`src/rtl/pftb_pkg.sv`:
```
// Shared constants and codes of the palette fade-to-black block.
package pftb_pkg;

	localparam int COMP_W   = 10;
	localparam int IDX_W    = 6;
	localparam int MODE_W   = 2;
	localparam int CFG_W    = 32;
	localparam int CNT_W    = 7;
	localparam int PADDR_W  = 3;
	localparam int DIV_W    = 32;

	localparam logic [COMP_W-1:0] COMP_MAX = COMP_W'(1000);

	localparam int PALETTE_SIZE_DEF = 16;

	localparam logic [CFG_W-1:0] FADE_TICKS_RST = CFG_W'(1000);
	localparam logic [CNT_W-1:0] ENTRIES_RST    = CNT_W'(16);

	localparam logic [MODE_W-1:0] MODE_LOAD  = 2'd0;
	localparam logic [MODE_W-1:0] MODE_START = 2'd1;
	localparam logic [MODE_W-1:0] MODE_TICK  = 2'd2;

	// register index, taken from paddr[2]
	localparam logic REG_FADE_TICKS = 1'b0;
	localparam logic REG_ENTRIES    = 1'b1;

	function automatic logic [COMP_W-1:0] sat_comp(input logic [COMP_W-1:0] v);
		return (v > COMP_MAX) ? COMP_MAX : v;
	endfunction

endpackage

```
`src/rtl/pftb_in_if.sv`:
```
// Command channel: load, start and tick beats.
interface pftb_in_if;
	import pftb_pkg::*;

	logic              valid;
	logic              ready;
	logic [MODE_W-1:0] mode;
	logic [IDX_W-1:0]  entry_index;
	logic [COMP_W-1:0] red_in;
	logic [COMP_W-1:0] green_in;
	logic [COMP_W-1:0] blue_in;

	modport source (output valid, mode, entry_index, red_in, green_in, blue_in,
		input ready);
	modport sink (input valid, mode, entry_index, red_in, green_in, blue_in,
		output ready);
endinterface

```
`src/rtl/pftb_out_if.sv`:
```
// Result channel: one beat per palette entry to program.
interface pftb_out_if;
	import pftb_pkg::*;

	logic              valid;
	logic              ready;
	logic [IDX_W-1:0]  out_index;
	logic [COMP_W-1:0] red_out;
	logic [COMP_W-1:0] green_out;
	logic [COMP_W-1:0] blue_out;
	logic              fade_done;
	logic              last_entry;

	modport source (output valid, out_index, red_out, green_out, blue_out,
		fade_done, last_entry, input ready);
	modport sink (input valid, out_index, red_out, green_out, blue_out,
		fade_done, last_entry, output ready);
endinterface

```
`src/rtl/palette_fade_to_black.sv`:
```
// Palette fade to black: top level with palette RAM, sequencer and divider lanes.
// Load beat: written straight into the palette. Start beat: no division if all maxima are zero, else
// one division of fade_ticks by the largest maximum. Tick beat while fading: elapsed/step_length, then per entry
//   a RAM read, a 20-bit radix-2 division in three lanes and an output load,
//   or a RAM read and a pass-through of the stored colors on the restoring run.
// One command beat in flight at a time; the output register lets the next command in.
// arst_n clears the sequencer, configuration, fade state and output valid; the palette RAM keeps no reset value.
module palette_fade_to_black #(
	parameter int PALETTE_SIZE = pftb_pkg::PALETTE_SIZE_DEF
) (
	input  logic                         clk,
	input  logic                         arst_n,
	pftb_in_if.sink                      cmd,
	pftb_out_if.source                   res,
	input  logic                         psel,
	input  logic                         penable,
	input  logic                         pwrite,
	input  logic [pftb_pkg::PADDR_W-1:0] paddr,
	input  logic [pftb_pkg::CFG_W-1:0]   pwdata,
	output logic [pftb_pkg::CFG_W-1:0]   prdata,
	output logic                         pready
);
	import pftb_pkg::*;

	localparam int PIDX_W = $clog2(PALETTE_SIZE);
	localparam int NCNT_W = PIDX_W + 1;
	localparam int PAL_W  = 3 * COMP_W;
	localparam int DCW    = $clog2(DIV_W + 1);
	localparam int LANES  = 3;

	// one-hot sequencer
	typedef enum logic [6:0] {
		S_IDLE      = 7'b0000001,
		S_START_DIV = 7'b0000010,
		S_TICK_DIV  = 7'b0000100,
		S_READ      = 7'b0001000,
		S_SCALE     = 7'b0010000,
		S_SCALE_DIV = 7'b0100000,
		S_EMIT      = 7'b1000000
	} state_t;

	state_t state_q, state_d;

	// configuration
	logic [CFG_W-1:0] fade_ticks_q;
	logic [CNT_W-1:0] entries_q;

	// fade state
	logic [COMP_W-1:0] max_r_q, max_g_q, max_b_q;
	logic [COMP_W-1:0] step_count_q;
	logic [DIV_W-1:0]  step_len_q;
	logic [DIV_W-1:0]  elapsed_q;
	logic              active_q;

	// per-tick run
	logic [PIDX_W-1:0] p_q;
	logic [NCNT_W-1:0] n_q;
	logic              done_q;
	logic [COMP_W-1:0] k_q;
	logic [COMP_W-1:0] res_c_q [LANES];

	// output register
	logic              out_valid_q;
	logic [IDX_W-1:0]  out_index_q;
	logic [COMP_W-1:0] out_r_q, out_g_q, out_b_q;
	logic              out_done_q, out_last_q;

	// command decode
	logic              cmd_fire, is_load, is_start, is_tick, load_ok;
	logic [COMP_W-1:0] ld_r, ld_g, ld_b;
	logic [COMP_W-1:0] s_max;
	logic [NCNT_W-1:0] n_clamp;

	// divider lanes
	logic              div_start;
	logic [DCW-1:0]    div_iters;
	logic [DIV_W-1:0]  div_divisor;
	logic [DIV_W-1:0]  div_dividend [LANES];
	logic [LANES-1:0]  div_busy;
	logic [DIV_W-1:0]  div_quo [LANES];

	// palette RAM
	logic [PAL_W-1:0]  ram_rdata;
	logic [COMP_W-1:0] rd_c [LANES];

	logic              cfg_wr;
	logic [DIV_W:0]    tick_iter;
	logic              tick_done;
	logic              last_p, out_free, out_load;

	assign pready = 1'b1;
	assign cfg_wr = psel && penable && pwrite;

	always_comb begin
		prdata = '0;
		unique case (paddr[2])
			REG_FADE_TICKS: prdata = fade_ticks_q;
			REG_ENTRIES:    prdata = CFG_W'(entries_q);
			default:        prdata = '0;
		endcase
	end

	assign cmd.ready = (state_q == S_IDLE);
	assign cmd_fire  = cmd.valid && cmd.ready;
	assign is_load   = cmd_fire && (cmd.mode == MODE_LOAD);
	assign is_start  = cmd_fire && (cmd.mode == MODE_START);
	// a tick while no fade is active is swallowed
	assign is_tick   = cmd_fire && (cmd.mode == MODE_TICK) && active_q;

	assign ld_r    = sat_comp(cmd.red_in);
	assign ld_g    = sat_comp(cmd.green_in);
	assign ld_b    = sat_comp(cmd.blue_in);
	// indexes past the palette are dropped
	assign load_ok = is_load && ({1'b0, cmd.entry_index} < (IDX_W + 1)'(PALETTE_SIZE));

	always_comb begin
		s_max = max_r_q;
		if (max_g_q > s_max) s_max = max_g_q;
		if (max_b_q > s_max) s_max = max_b_q;
	end

	always_comb begin
		priority if (entries_q == '0) begin
			n_clamp = NCNT_W'(1);
		end else if (entries_q > CNT_W'(PALETTE_SIZE)) begin
			n_clamp = NCNT_W'(PALETTE_SIZE);
		end else begin
			n_clamp = entries_q[NCNT_W-1:0];
		end
	end

	// iter = elapsed / step_length + 1, from lane 0
	assign tick_iter = {1'b0, div_quo[0]} + (DIV_W + 1)'(1);
	assign tick_done = tick_iter > (DIV_W + 1)'(step_count_q);

	assign rd_c[0] = ram_rdata[3*COMP_W-1:2*COMP_W];
	assign rd_c[1] = ram_rdata[2*COMP_W-1:COMP_W];
	assign rd_c[2] = ram_rdata[COMP_W-1:0];

	// divider operand steering
	always_comb begin
		div_start   = 1'b0;
		div_iters   = DCW'(DIV_W);
		div_divisor = DIV_W'(step_count_q);
		for (int l = 0; l < LANES; l++) begin
			div_dividend[l] = DIV_W'((2 * COMP_W)'(rd_c[l]) * (2 * COMP_W)'(k_q));
		end
		priority if (state_q == S_SCALE) begin
			div_start = !done_q;
			div_iters = DCW'(2 * COMP_W);
		end else if (is_start) begin
			div_start       = (s_max != '0);
			div_dividend[0] = fade_ticks_q;
			div_divisor     = DIV_W'(s_max);
		end else if (is_tick) begin
			div_start       = 1'b1;
			div_dividend[0] = elapsed_q;
			div_divisor     = step_len_q;
		end else begin
			div_start = 1'b0;
		end
	end

	for (genvar l = 0; l < LANES; l++) begin : g_lane
		pftb_div #(.W(DIV_W)) u_div (
			.clk      (clk),
			.arst_n   (arst_n),
			.start    (div_start),
			.iters    (div_iters),
			.dividend (div_dividend[l]),
			.divisor  (div_divisor),
			.busy     (div_busy[l]),
			.quotient (div_quo[l])
		);
	end

	pftb_ram #(.WIDTH(PAL_W), .DEPTH(PALETTE_SIZE)) u_pal (
		.clk   (clk),
		.we    (load_ok),
		.waddr (cmd.entry_index[PIDX_W-1:0]),
		.wdata ({ld_r, ld_g, ld_b}),
		.re    (state_q == S_READ),
		.raddr (p_q),
		.rdata (ram_rdata)
	);

	assign last_p   = (NCNT_W'(p_q) + NCNT_W'(1)) == n_q;
	assign out_free = !out_valid_q || res.ready;
	assign out_load = (state_q == S_EMIT) && out_free;

	always_comb begin
		state_d = state_q;
		unique case (state_q)
			S_IDLE: begin
				if (is_start && (s_max != '0)) state_d = S_START_DIV;
				else if (is_tick)              state_d = S_TICK_DIV;
			end
			S_START_DIV: if (!div_busy[0]) state_d = S_IDLE;
			S_TICK_DIV:  if (!div_busy[0]) state_d = S_READ;
			S_READ:      state_d = S_SCALE;
			S_SCALE:     state_d = done_q ? S_EMIT : S_SCALE_DIV;
			S_SCALE_DIV: if (div_busy == '0) state_d = S_EMIT;
			S_EMIT:      if (out_free) state_d = last_p ? S_IDLE : S_READ;
			default:     state_d = S_IDLE;
		endcase
	end

	always_ff @(posedge clk or negedge arst_n) begin
		if (!arst_n) begin
			state_q      <= S_IDLE;
			fade_ticks_q <= FADE_TICKS_RST;
			entries_q    <= ENTRIES_RST;
			max_r_q      <= '0;
			max_g_q      <= '0;
			max_b_q      <= '0;
			step_count_q <= '0;
			step_len_q   <= DIV_W'(1);
			elapsed_q    <= '0;
			active_q     <= 1'b0;
			out_valid_q  <= 1'b0;
		end else begin
			state_q <= state_d;

			if (cfg_wr) begin
				unique case (paddr[2])
					REG_FADE_TICKS: fade_ticks_q <= pwdata;
					REG_ENTRIES:    entries_q    <= pwdata[CNT_W-1:0];
					default:        ;
				endcase
			end

			if (load_ok) begin
				if (ld_r > max_r_q) max_r_q <= ld_r;
				if (ld_g > max_g_q) max_g_q <= ld_g;
				if (ld_b > max_b_q) max_b_q <= ld_b;
			end

			if (is_start) begin
				step_count_q <= s_max;
				elapsed_q    <= '0;
				active_q     <= 1'b1;
				// no steps: the whole duration is one step
				if (s_max == '0) begin
					step_len_q <= (fade_ticks_q == '0) ? DIV_W'(1) : fade_ticks_q;
				end
			end

			if ((state_q == S_START_DIV) && !div_busy[0]) begin
				step_len_q <= (div_quo[0] == '0) ? DIV_W'(1) : div_quo[0];
			end

			if ((state_q == S_TICK_DIV) && !div_busy[0]) begin
				if (tick_done) begin
					active_q <= 1'b0;
				end else if (elapsed_q != '1) begin
					elapsed_q <= elapsed_q + DIV_W'(1);
				end
			end

			if (out_load) begin
				out_valid_q <= 1'b1;
			end else if (res.ready) begin
				out_valid_q <= 1'b0;
			end
		end
	end

	always_ff @(posedge clk) begin
		if (is_tick) begin
			p_q <= '0;
			n_q <= n_clamp;
		end
		if ((state_q == S_TICK_DIV) && !div_busy[0]) begin
			done_q <= tick_done;
			k_q    <= step_count_q - tick_iter[COMP_W-1:0];
		end
		// restoring run passes the stored colors straight through
		if ((state_q == S_SCALE) && done_q) begin
			for (int l = 0; l < LANES; l++) res_c_q[l] <= rd_c[l];
		end
		if ((state_q == S_SCALE_DIV) && (div_busy == '0)) begin
			for (int l = 0; l < LANES; l++) res_c_q[l] <= div_quo[l][COMP_W-1:0];
		end
		if (out_load) begin
			out_index_q <= IDX_W'(p_q);
			out_r_q     <= res_c_q[0];
			out_g_q     <= res_c_q[1];
			out_b_q     <= res_c_q[2];
			out_done_q  <= done_q;
			out_last_q  <= last_p;
			if (!last_p) p_q <= p_q + PIDX_W'(1);
		end
	end

	assign res.valid      = out_valid_q;
	assign res.out_index  = out_index_q;
	assign res.red_out    = out_r_q;
	assign res.green_out  = out_g_q;
	assign res.blue_out   = out_b_q;
	assign res.fade_done  = out_done_q;
	assign res.last_entry = out_last_q;

	// step length is clamped to one everywhere it is written
	a_step_len_nonzero: assert property (@(posedge clk) disable iff (!arst_n)
		step_len_q != '0)
		else $error("step length is zero");

	// scaling divides by the step count, which is nonzero on a fading tick
	a_scale_divisor: assert property (@(posedge clk) disable iff (!arst_n)
		(state_q == S_SCALE && !done_q) |-> (step_count_q != '0))
		else $error("scale division by zero step count");

	// a restoring run only emits after the fade has been switched off
	a_done_inactive: assert property (@(posedge clk) disable iff (!arst_n)
		(out_load && done_q) |-> !active_q)
		else $error("restored palette emitted while still fading");

	// no new command while dividers are still working on the previous one
	a_ready_idle_div: assert property (@(posedge clk) disable iff (!arst_n)
		cmd.ready |-> (div_busy == '0))
		else $error("command taken while a division is running");

endmodule

```
`src/rtl/pftb_ram.sv`:
```
// Generic single-port-write, single-port-read RAM with registered read.
module pftb_ram #(
	parameter int WIDTH = 30,
	parameter int DEPTH = 16,
	localparam int AW = (DEPTH > 1) ? $clog2(DEPTH) : 1
) (
	input  logic             clk,
	input  logic             we,
	input  logic [AW-1:0]    waddr,
	input  logic [WIDTH-1:0] wdata,
	input  logic             re,
	input  logic [AW-1:0]    raddr,
	output logic [WIDTH-1:0] rdata
);
	logic [WIDTH-1:0] mem [DEPTH];

	always_ff @(posedge clk) begin
		if (we) begin
			mem[waddr] <= wdata;
		end
		if (re) begin
			rdata <= mem[raddr];
		end
	end
endmodule

```
`src/rtl/pftb_div.sv`:
```
// Radix-2 restoring divider, one quotient bit per cycle, variable bit count.
module pftb_div #(
	parameter int W = 32,
	localparam int CW = $clog2(W + 1)
) (
	input  logic          clk,
	input  logic          arst_n,
	input  logic          start,
	input  logic [CW-1:0] iters,
	input  logic [W-1:0]  dividend,
	input  logic [W-1:0]  divisor,
	output logic          busy,
	output logic [W-1:0]  quotient
);
	logic [CW-1:0] count_q;
	logic          busy_q;
	logic [W-1:0]  a_q;
	logic [W-1:0]  q_q;
	logic [W-1:0]  d_q;
	logic [W:0]    trial;

	// top bits of the dividend beyond iters are known zero: skip them
	assign trial = {a_q, q_q[W-1]} - {1'b0, d_q};

	always_ff @(posedge clk or negedge arst_n) begin
		if (!arst_n) begin
			busy_q  <= 1'b0;
			count_q <= '0;
		end else if (start) begin
			busy_q  <= 1'b1;
			count_q <= iters;
		end else if (busy_q) begin
			count_q <= count_q - CW'(1);
			busy_q  <= (count_q != CW'(1));
		end
	end

	always_ff @(posedge clk) begin
		if (start) begin
			a_q <= '0;
			q_q <= dividend << (CW'(W) - iters);
			d_q <= divisor;
		end else if (busy_q) begin
			if (!trial[W]) begin
				a_q <= trial[W-1:0];
				q_q <= {q_q[W-2:0], 1'b1};
			end else begin
				a_q <= {a_q[W-2:0], q_q[W-1]};
				q_q <= {q_q[W-2:0], 1'b0};
			end
		end
	end

	assign busy     = busy_q;
	assign quotient = q_q;
endmodule
```
`src/flat_wrapper.sv`:
```
// flat-port wrapper written by rule: the top's interface ports become plain ports
module palette_fade_to_black_flat import pftb_pkg::*;
#(
	parameter int PALETTE_SIZE = pftb_pkg::PALETTE_SIZE_DEF
)
  (clk, arst_n, psel, penable, pwrite, paddr, pwdata, prdata, pready, cmd_valid, cmd_mode, cmd_entry_index, cmd_red_in, cmd_green_in, cmd_blue_in, cmd_ready, res_valid, res_out_index, res_red_out, res_green_out, res_blue_out, res_fade_done, res_last_entry, res_ready);
  pftb_in_if cmd_i ();
  pftb_out_if res_i ();
  input  logic clk;
  input  logic arst_n;
  input  logic psel;
  input  logic penable;
  input  logic pwrite;
  input  logic [pftb_pkg::PADDR_W-1:0] paddr;
  input  logic [pftb_pkg::CFG_W-1:0] pwdata;
  output logic [pftb_pkg::CFG_W-1:0] prdata;
  output logic pready;
  input wire logic [$bits(cmd_i.valid)-1:0] cmd_valid;
  input wire logic [$bits(cmd_i.mode)-1:0] cmd_mode;
  input wire logic [$bits(cmd_i.entry_index)-1:0] cmd_entry_index;
  input wire logic [$bits(cmd_i.red_in)-1:0] cmd_red_in;
  input wire logic [$bits(cmd_i.green_in)-1:0] cmd_green_in;
  input wire logic [$bits(cmd_i.blue_in)-1:0] cmd_blue_in;
  output wire logic [$bits(cmd_i.ready)-1:0] cmd_ready;
  output wire logic [$bits(res_i.valid)-1:0] res_valid;
  output wire logic [$bits(res_i.out_index)-1:0] res_out_index;
  output wire logic [$bits(res_i.red_out)-1:0] res_red_out;
  output wire logic [$bits(res_i.green_out)-1:0] res_green_out;
  output wire logic [$bits(res_i.blue_out)-1:0] res_blue_out;
  output wire logic [$bits(res_i.fade_done)-1:0] res_fade_done;
  output wire logic [$bits(res_i.last_entry)-1:0] res_last_entry;
  input wire logic [$bits(res_i.ready)-1:0] res_ready;
  assign cmd_i.valid = cmd_valid;
  assign cmd_i.mode = cmd_mode;
  assign cmd_i.entry_index = cmd_entry_index;
  assign cmd_i.red_in = cmd_red_in;
  assign cmd_i.green_in = cmd_green_in;
  assign cmd_i.blue_in = cmd_blue_in;
  assign cmd_ready = cmd_i.ready;
  assign res_valid = res_i.valid;
  assign res_out_index = res_i.out_index;
  assign res_red_out = res_i.red_out;
  assign res_green_out = res_i.green_out;
  assign res_blue_out = res_i.blue_out;
  assign res_fade_done = res_i.fade_done;
  assign res_last_entry = res_i.last_entry;
  assign res_i.ready = res_ready;
  palette_fade_to_black #(.PALETTE_SIZE(PALETTE_SIZE)) u_core (.clk(clk), .arst_n(arst_n), .cmd(cmd_i), .res(res_i), .psel(psel), .penable(penable), .pwrite(pwrite), .paddr(paddr), .pwdata(pwdata), .prdata(prdata), .pready(pready));
endmodule
```
`config.mk`:
```
export PLATFORM = sky130hd
export DESIGN_NAME = palette_fade_to_black_flat
export DESIGN_NICKNAME = d
export VERILOG_FILES = /design/src/rtl/pftb_pkg.sv /design/src/rtl/pftb_in_if.sv /design/src/rtl/pftb_out_if.sv /design/src/rtl/palette_fade_to_black.sv /design/src/rtl/pftb_ram.sv /design/src/rtl/pftb_div.sv /design/src/flat_wrapper.sv
export SDC_FILE = /design/constraint.sdc
export NUM_CORES = 2
export LEC_CHECK = 0
export ABC_AREA = 1
export BUFFER_PORTS_ARGS = -buffer_cell sky130_fd_sc_hd__buf_4
export CORE_MARGIN = 1.5
export CORE_UTILIZATION = 45
export CTS_BUF_LIST = sky130_fd_sc_hd__clkbuf_4
export CTS_CLUSTER_DIAMETER = 120
export CTS_CLUSTER_SIZE = 14
export DETAILED_ROUTE_END_ITERATION = 10
export HOLD_SLACK_MARGIN = 0.06
export RECOVER_POWER = 100
export SLEW_MARGIN = 25
export SYNTH_ARGS = -nofsm -noshare
export SYNTH_HDL_FRONTEND = slang
export SYNTH_SLANG_ARGS = --single-unit
```
`constraint.sdc`:
```
create_clock -name clk -period 7.11 [get_ports clk]
set_input_delay 0.711 -clock clk [delete_from_list [all_inputs] [get_ports clk]]
set_output_delay 0.711 -clock clk [all_outputs]
set_load 0.05 [all_outputs]
```
# Word level (Yosys, flattened, before mapping)
# Memory sizes are Yosys's and may differ from the RTL's. A register that Yosys moved wholly into a read port is not among the register bits.
# Index checks and enable logic that the tools add are counted.
# classes
n_eq_ne	19
n_bitwise	5
add_sub_neg	12
shifts	3
mul	3
reduce_logical	40
n_lt_le_gt_ge	11
mux	76
# ops
op	n
$mux 32	21
$mux 10	11
$sub 33x32->33	3
$logic_not 32->1	2
$pmux 32 s2	1
$shl 20x6->32	2
$mul 10x10->20	3
$gt 10x10->1	5
$mux 7	7
$pmux 7 s7	1
$mux 6	7
$add 32x1->33 const B	1
$gt 33x10->1	1
$add 32x1->32 const B	1
$ne 32x32->1 const B	1
$shl 32x6->32	1
$gt 10x10->1 const B	3
$mux 1	23
$ne 6x1->1 const B	3
$sub 6x1->6 const B	3
$mux 4	4
$logic_and 1x1->1	14
$reduce_and 2->1	6
$reduce_bool 2->1	6
other kinds (32)	39
# totals
mem_count	2
inputBits	80
out_inout_bits	73
regBits	423
ramBits	510
wordCells	204
# memory_table
name	depth	word_bits	rd	rd_ports_with_merged_regs	wr	line	source
u_core.u_pal.mem	16	30	1	1	1	pftb_ram.sv:15	logic [WIDTH-1:0] mem [DEPTH];
u_core.res_c_q	3	10	3	3	3	palette_fade_to_black.sv:60	logic [COMP_W-1:0] res_c_q [LANES];

# Logic depth before layout (Yosys ltp)
# logic_depth
ltp_word	9
ltp_mapped	34
mapped_depth_nobuf	31

# Modules after synthesis
# Synthesis repeated with hierarchy kept, for this count alone.
# hier_totals
hier_cells	9358
hier_area_um2	72220.5
# modules_own_cells
module	instances	area_each_um2	cells_each	seq_area_each_um2
palette_fade_to_black	1	25393.1	3397	6357.3
pftb_div	3	8409.3	1324	2737.6
pftb_ram	1	21599.5	1989	15314.7

# Worst setup path before layout
# OpenSTA, ideal clock, no wires.
# synth_path
path_kind	reg-to-reg
start	register u_core.k_q[1]
end	register u_core.g_lane[0].u_div.q_q[13], data pin
period_less_slack_ns	4.989
setup_ns	0.254
slack_ns	2.121
t_arrival_ns	4.736
path_buffers	1
t_required_ns	6.856
stages_incl_launch_ff	26
cell_sequence	edfxtp_1 -> clkbuf_1 -> nand2_1 -> fa_1 -> inv_1 -> fa_1 -> inv_1 -> fa_1 -> inv_1 -> fa_1 -> inv_1 -> fa_1 -> inv_1 -> ha_1 -> inv_1 -> o21bai_1 -> inv_1 -> nand2_1 -> a21oi_1 -> or2_2 -> nand3_1 -> nand2_1 -> nand2_1 -> nand2_1 -> nand3_1 -> nand2_1
# synth_via
elab_chain_len	6
# synth_lines
item	line	source
from (decl)	palette_fade_to_black.sv:59	logic [COMP_W-1:0] k_q;
from (signal assigned)	palette_fade_to_black.sv:275	k_q <= step_count_q - tick_iter[COMP_W-1:0];
$mul 10x10->20 (*)	palette_fade_to_black.sv:146	div_dividend[l] = DIV_W'((2 * COMP_W)'(rd_c[l]) * (2 * COMP_W)'(k_q));
$mux 32	palette_fade_to_black.sv:155	end else if (is_tick) begin
$mux 32	palette_fade_to_black.sv:151	end else if (is_start) begin
$mux 32 (*)	palette_fade_to_black.sv:148	priority if (state_q == S_SCALE) begin
$shl 32x6->32 (*)	pftb_div.sv:41	q_q <= dividend << (CW'(W) - iters);
$mux 32 (*)	pftb_div.sv:39	if (start) begin
to (signal assigned)	pftb_div.sv:41	
to (signal assigned)	pftb_div.sv:46	q_q <= {q_q[W-2:0], 1'b1};
to (signal assigned)	pftb_div.sv:49	q_q <= {q_q[W-2:0], 1'b0};
to (decl)	pftb_div.sv:18	logic [W-1:0] q_q;
# Mark *: on every way between the ends. The rest lies on a longest branch, timed or not.
# A chain may end at the register's enable or synchronous reset.

# Final worst setup path
# layout_path
start	register u_core.state_q[6]
end	register u_core.elapsed_q[5]
# layout_via
elab_chain_len	7
word_cells_on_any_way	9
classes_between	eq/ne (2); mux (4); reduce/logical (3)
# layout_lines
item	line	source
from (decl)	palette_fade_to_black.sv:42	state_t state_q, state_d;
from (signal assigned)	palette_fade_to_black.sv:222	state_q <= state_d;
$eq 7x1->1	palette_fade_to_black.sv:103	assign cmd.ready = (state_q == S_IDLE);
$logic_and 1x1->1	palette_fade_to_black.sv:104	assign cmd_fire = cmd.valid && cmd.ready;
$logic_and 1x1->1	palette_fade_to_black.sv:106	assign is_start = cmd_fire && (cmd.mode == MODE_START);
$mux 32	palette_fade_to_black.sv:238	if (is_start) begin
$mux 32	palette_fade_to_black.sv:255	end else if (elapsed_q != '1) begin
$mux 32	palette_fade_to_black.sv:253	if (tick_done) begin
$mux 32 (*)	palette_fade_to_black.sv:252	if ((state_q == S_TICK_DIV) && !div_busy[0]) begin
to (signal assigned)	palette_fade_to_black.sv:256	elapsed_q <= elapsed_q + DIV_W'(1);
to (decl)	palette_fade_to_black.sv:52	logic [DIV_W-1:0] elapsed_q;
# Marked as above.

==> flow_summary.yaml <==
setup_path:
  worstPathMaxFanout: 56
  cp.arrival_ps: 7450
  worstPathRequired_ps: 8080
  r2r-end: "u_core.elapsed_q[5]$_DFF_PN0_"
  crit_path_end_kind: "flop"
  cp_slowest_stage_delay_ps: 1910
  rr_startpoint: "u_core.state_q[6]$_DFFE_PN0P_"
  crit_buf_inv: 4
  reg2reg_slack_ps: 630
  critPathKind: "reg -> reg"
  crit_family: "simple AND/OR/NAND/NOR gates"
  worstRegToRegCells: 16
  cpMaxStageDelayCell: "clkbuf_1"
  path_cells: "nor2_1 > nand2_1 > nor3_1 > nand2_1 > nor3_1 > clkbuf_1 > inv_2 > buf_4 > nand2_1 > nor2_1 > inv_1 > o21ai_0 > nand3_1 > nand2_1 > nand2_1 > nand2_1"
  path_common_cell: "nand2_1"
  crit_path_start_kind: "flop"
floorplanning:
  chipWidth_um: 374.4
  core_um2: 137200
  core.rowCount: 136
  start_util_pct: 45.26
  die-area_um2: 140200
  pin_count: 153
  die-height_um: 374.4
grt:
  top_usage_layer: "met2"
  gr-usage-met2_pct: 43.35
  antenna_found_initial: 13
  grt_usage_pct: 25.97
  grt_pass1_wl_um: 281200
  overflow: 0
  grt_pass1_vias: 46900
  met1_usage_pct: 35.76
  grt_max_degree: 194
  met3_usage_pct: 2.878
synthesis:
  synthesis.area_um2: 62080
  synthCells: 7256
  async_flop_share_pct: 17.42
  synth_seq_cells: 993
  ys_types: 63
  synth-seq-area-share_pct: 45.04
  avgSynthCellArea_um2: 8.556
  synthFlopType: "edfxtp_1"
  yosysWarnings: 0
  synth_area_leaders: "edfxtp_1 (35%), nand2_1 (10%), ha_1 (6.9%)"
  netlist.area_leader.share_pct: 34.83
  synth_top_cell_by_area: "edfxtp_1"
  synth_edf_count: 720
clock_network:
  clk_latency_ps: 1170
  clk_path_buf_depth: 3
  ctsResizeCount: 0
  cts-hold-fix-buffers: 65
  htreeDepth: 3
  post-cts-setup-buffer-count: 0
  cts_tree: "done"
  cts_num_sinks: 993
  clockRootBuffer: "clkbuf_4"
  cts_buffers: 81
  path_clk_slew_ps: 160
timing:
  rsz0062_at_grt: "false"
  slew_headroom_pct: -154.8
  finClkSkew_ps: 120.3
  final_max_slew_viol_count: 1616
  fmax_mhz: 154.3
  whs_ps: 204.7
  hold_viol: 0
  worst_pin_slew_ps: 3823
  fin_crit_sh_pct: 91.16
  final-setup-viol-count: 0
  final.setup.worst_slack_ps: 628.3
  finalCriticalPeriod_ps: 6482
  tns_ps: 0
routing:
  via_per_inst: 5.365
  remaining_drc_errors: 0
  drtIter0Drc: 4400
  drt-total-wl_um: 183800
  ant_nets: 0
  firstDrtPassIters: 5
  vias: 49170
  wire_per_inst_um: 20.05
worst_hold_path:
  min_path_cells: 6
  min_from: "cmd_blue_in[3]"
  hold_class: "in -> reg"
  min_to: "u_core.max_b_q[2]$_DFFE_PN0P_"
cells_and_area:
  final_cells: 9165
  final_nets: 7924
  drive_gt1_share_pct: 4.537
  synthToLayoutAreaGrowth_pct: 6.320
  post-route-cell-area_um2: 66000
flow_run:
  max_cap_viol_count: 40
pwr:
  leakage_nw: 29.96
  p_per_area_nw_per_um2: 345.8
  ir_drop_uv: 289.2
outcome:
  status: "finished, violations left"
  violations: "capacitance limit, slew limit"
placement:
  dp_cells: 8960
  portBuffers: 147
  hpwl_um: 129100
  gp_congestion: 0.9499
  place_area_um2: 65050
  dp_worst_setup_slack_ps: 1328
synthesized netlist by cell type, drive strengths merged, types with 4 or more instances:
cell	n
a21boi	13
o21a	15
edfxtp	720
a21oi	267
nand3b	14
and3	4
dfstp	9
clkbuf	268
nor3b	4
dfxtp	100
a21o	29
inv	1097
nor3	67
a31oi	19
o221ai	92
o2111ai	8
nand4	51
nor2	738
dfrtp	164
o211ai	40
o22ai	46
o21bai	19
nand3	325
o21ai	607
xnor2	75
mux2	8
nor4	33
or2	10
ha	340
buf	56
fa	190
clkinv	5
xor2	119
a22oi	10
nand2	1670
and2	9
where the power goes:
group          total, mW  leakage [nW]  internal (mW)  switching (mW)
registers           8.27          9.60           7.44           0.831
logic               11.8          19.8           4.10            7.69
clock network       2.77         0.607          0.820            1.95
registers in the layout (all words and copies together), names as in the netlist, 4 cells and up:
| name | count |
|---|---|
| u_core.elapsed_q | 32 |
| u_core.max_b_q | 10 |
| u_core.n_q | 5 |
| u_core.u_pal.mem | 480 |
| u_core.k_q | 10 |
| res_blue_out | 10 |
| u_core.step_len_q | 32 |
| u_core.g_lane.u_div.count_q | 18 |
| u_core.res_c_q | 30 |
| u_core.state_q | 7 |
| u_core.max_r_q | 10 |
| u_core.g_lane.u_div.a_q | 96 |
| u_core.max_g_q | 10 |
| u_core.g_lane.u_div.d_q | 32 |
| res_green_out | 10 |
| u_core.p_q | 4 |
| u_core.res.out_index | 4 |
| u_core.u_pal.rdata | 30 |
| u_core.entries_q | 7 |
| u_core.fade_ticks_q | 32 |
| res_red_out | 10 |
| u_core.g_lane.u_div.quotient | 96 |
| u_core.step_count_q | 10 |
area by class of cell:
class | count | area [um2]
Inverter | 1102 | 4139
Timing Repair Buffer | 298 | 1966
Tap cell | 1794 | 2245
Clock buffer | 120 | 900.9
Fill cell | 13320 | 71150
Clock inverter | 10 | 113.9
Sequential cell | 993 | 27970
Antenna cell | 10 | 25.02
Multi-Input combinational cell | 4838 | 28640
cells by family (layout without fill, tap and decap cells):
| logic type | after synthesis | in the layout | synth area share [%] |
|---|---|---|---|
| buffers and inverters | 1426 | 1530 | 8.805 |
| AND/OR/NAND/NOR | 2925 | 2925 | 19.43 |
| flip-flops | 993 | 993 | 45.04 |
| multiplexers | 11 | 11 | 0.1935 |
| other | 2 | 13 | 0.01210 |
| AO/OA/AOI/OAI | 1175 | 1175 | 10.80 |
| XOR/XNOR | 194 | 194 | 2.737 |
| adder cells (fa/ha/maj) | 530 | 530 | 12.98 |
layer usage:
| layer | vias up | wire length [um] |
|---|---|---|
| met2 | 1333 | 86290 |
| met5 | - | 13 |
| met3 | 233 | 9448 |
| met4 | 2 | 5425 |
| met1 | 23760 | 82620 |
| li1 | 23840 | - |
worst register-to-register path: cells and delay by family, from the launching register on:
family          cells  cell delay, ps
flops               1             460
compound gates      1             150
buf+inv             4            2830
simple gates       11            2890
worst max path at each step:
| stage | to | startpoint | cells after the start |
|---|---|---|---|
| global placement | u_core.g_lane[1].u_div.quotient[2]$_DFFE_PP_ | u_core.max_r_q[9]$_DFFE_PN0P_ | 29 |
| detailed placement | u_core.g_lane[1].u_div.quotient[3]$_DFFE_PP_ | u_core.max_r_q[9]$_DFFE_PN0P_ | 29 |
| CTS | u_core.g_lane[1].u_div.quotient[7]$_DFFE_PP_ | u_core.max_r_q[9]$_DFFE_PN0P_ | 29 |
| floorplan | u_core.g_lane[0].u_div.quotient[13]$_DFFE_PP_ | u_core.k_q[1]$_DFFE_PP_ | 25 |
| finish | u_core.elapsed_q[5]$_DFF_PN0_ | u_core.state_q[6]$_DFFE_PN0P_ | 16 |
| global route | u_core.elapsed_q[5]$_DFF_PN0_ | u_core.state_q[6]$_DFFE_PN0P_ | 16 |
metrics by stage:
stage / power, mW / utilization, %
final: 22.83 / 48.13
after detailed placement: 20.20 / 47.43
after CTS: 23.03 / 48.65
after global routing: 24.81 / 48.13
after floorplan: 16.91 / -
after global placement: 20.06 / 47.42
cell usage in the layout (no fill, tap or decap), types with 120 or more instances in the layout:
| cell | synthesis | final |
|---|---|---|
| nand2_1 | 1661 | 1660 |
| inv_1 | 1091 | 1090 |
| edfxtp_1 | 720 | 720 |
| nor2_1 | 691 | 714 |
| o21ai_0 | 592 | 605 |
| ha_1 | 340 | 340 |
| nand3_1 | 317 | 317 |
| a21oi_1 | 266 | 267 |
| fa_1 | 190 | 190 |
| dfrtp_1 | 164 | 164 |
| clkbuf_4 | 0 | 120 |
Note: power is estimated with default switching activity, not from simulation.
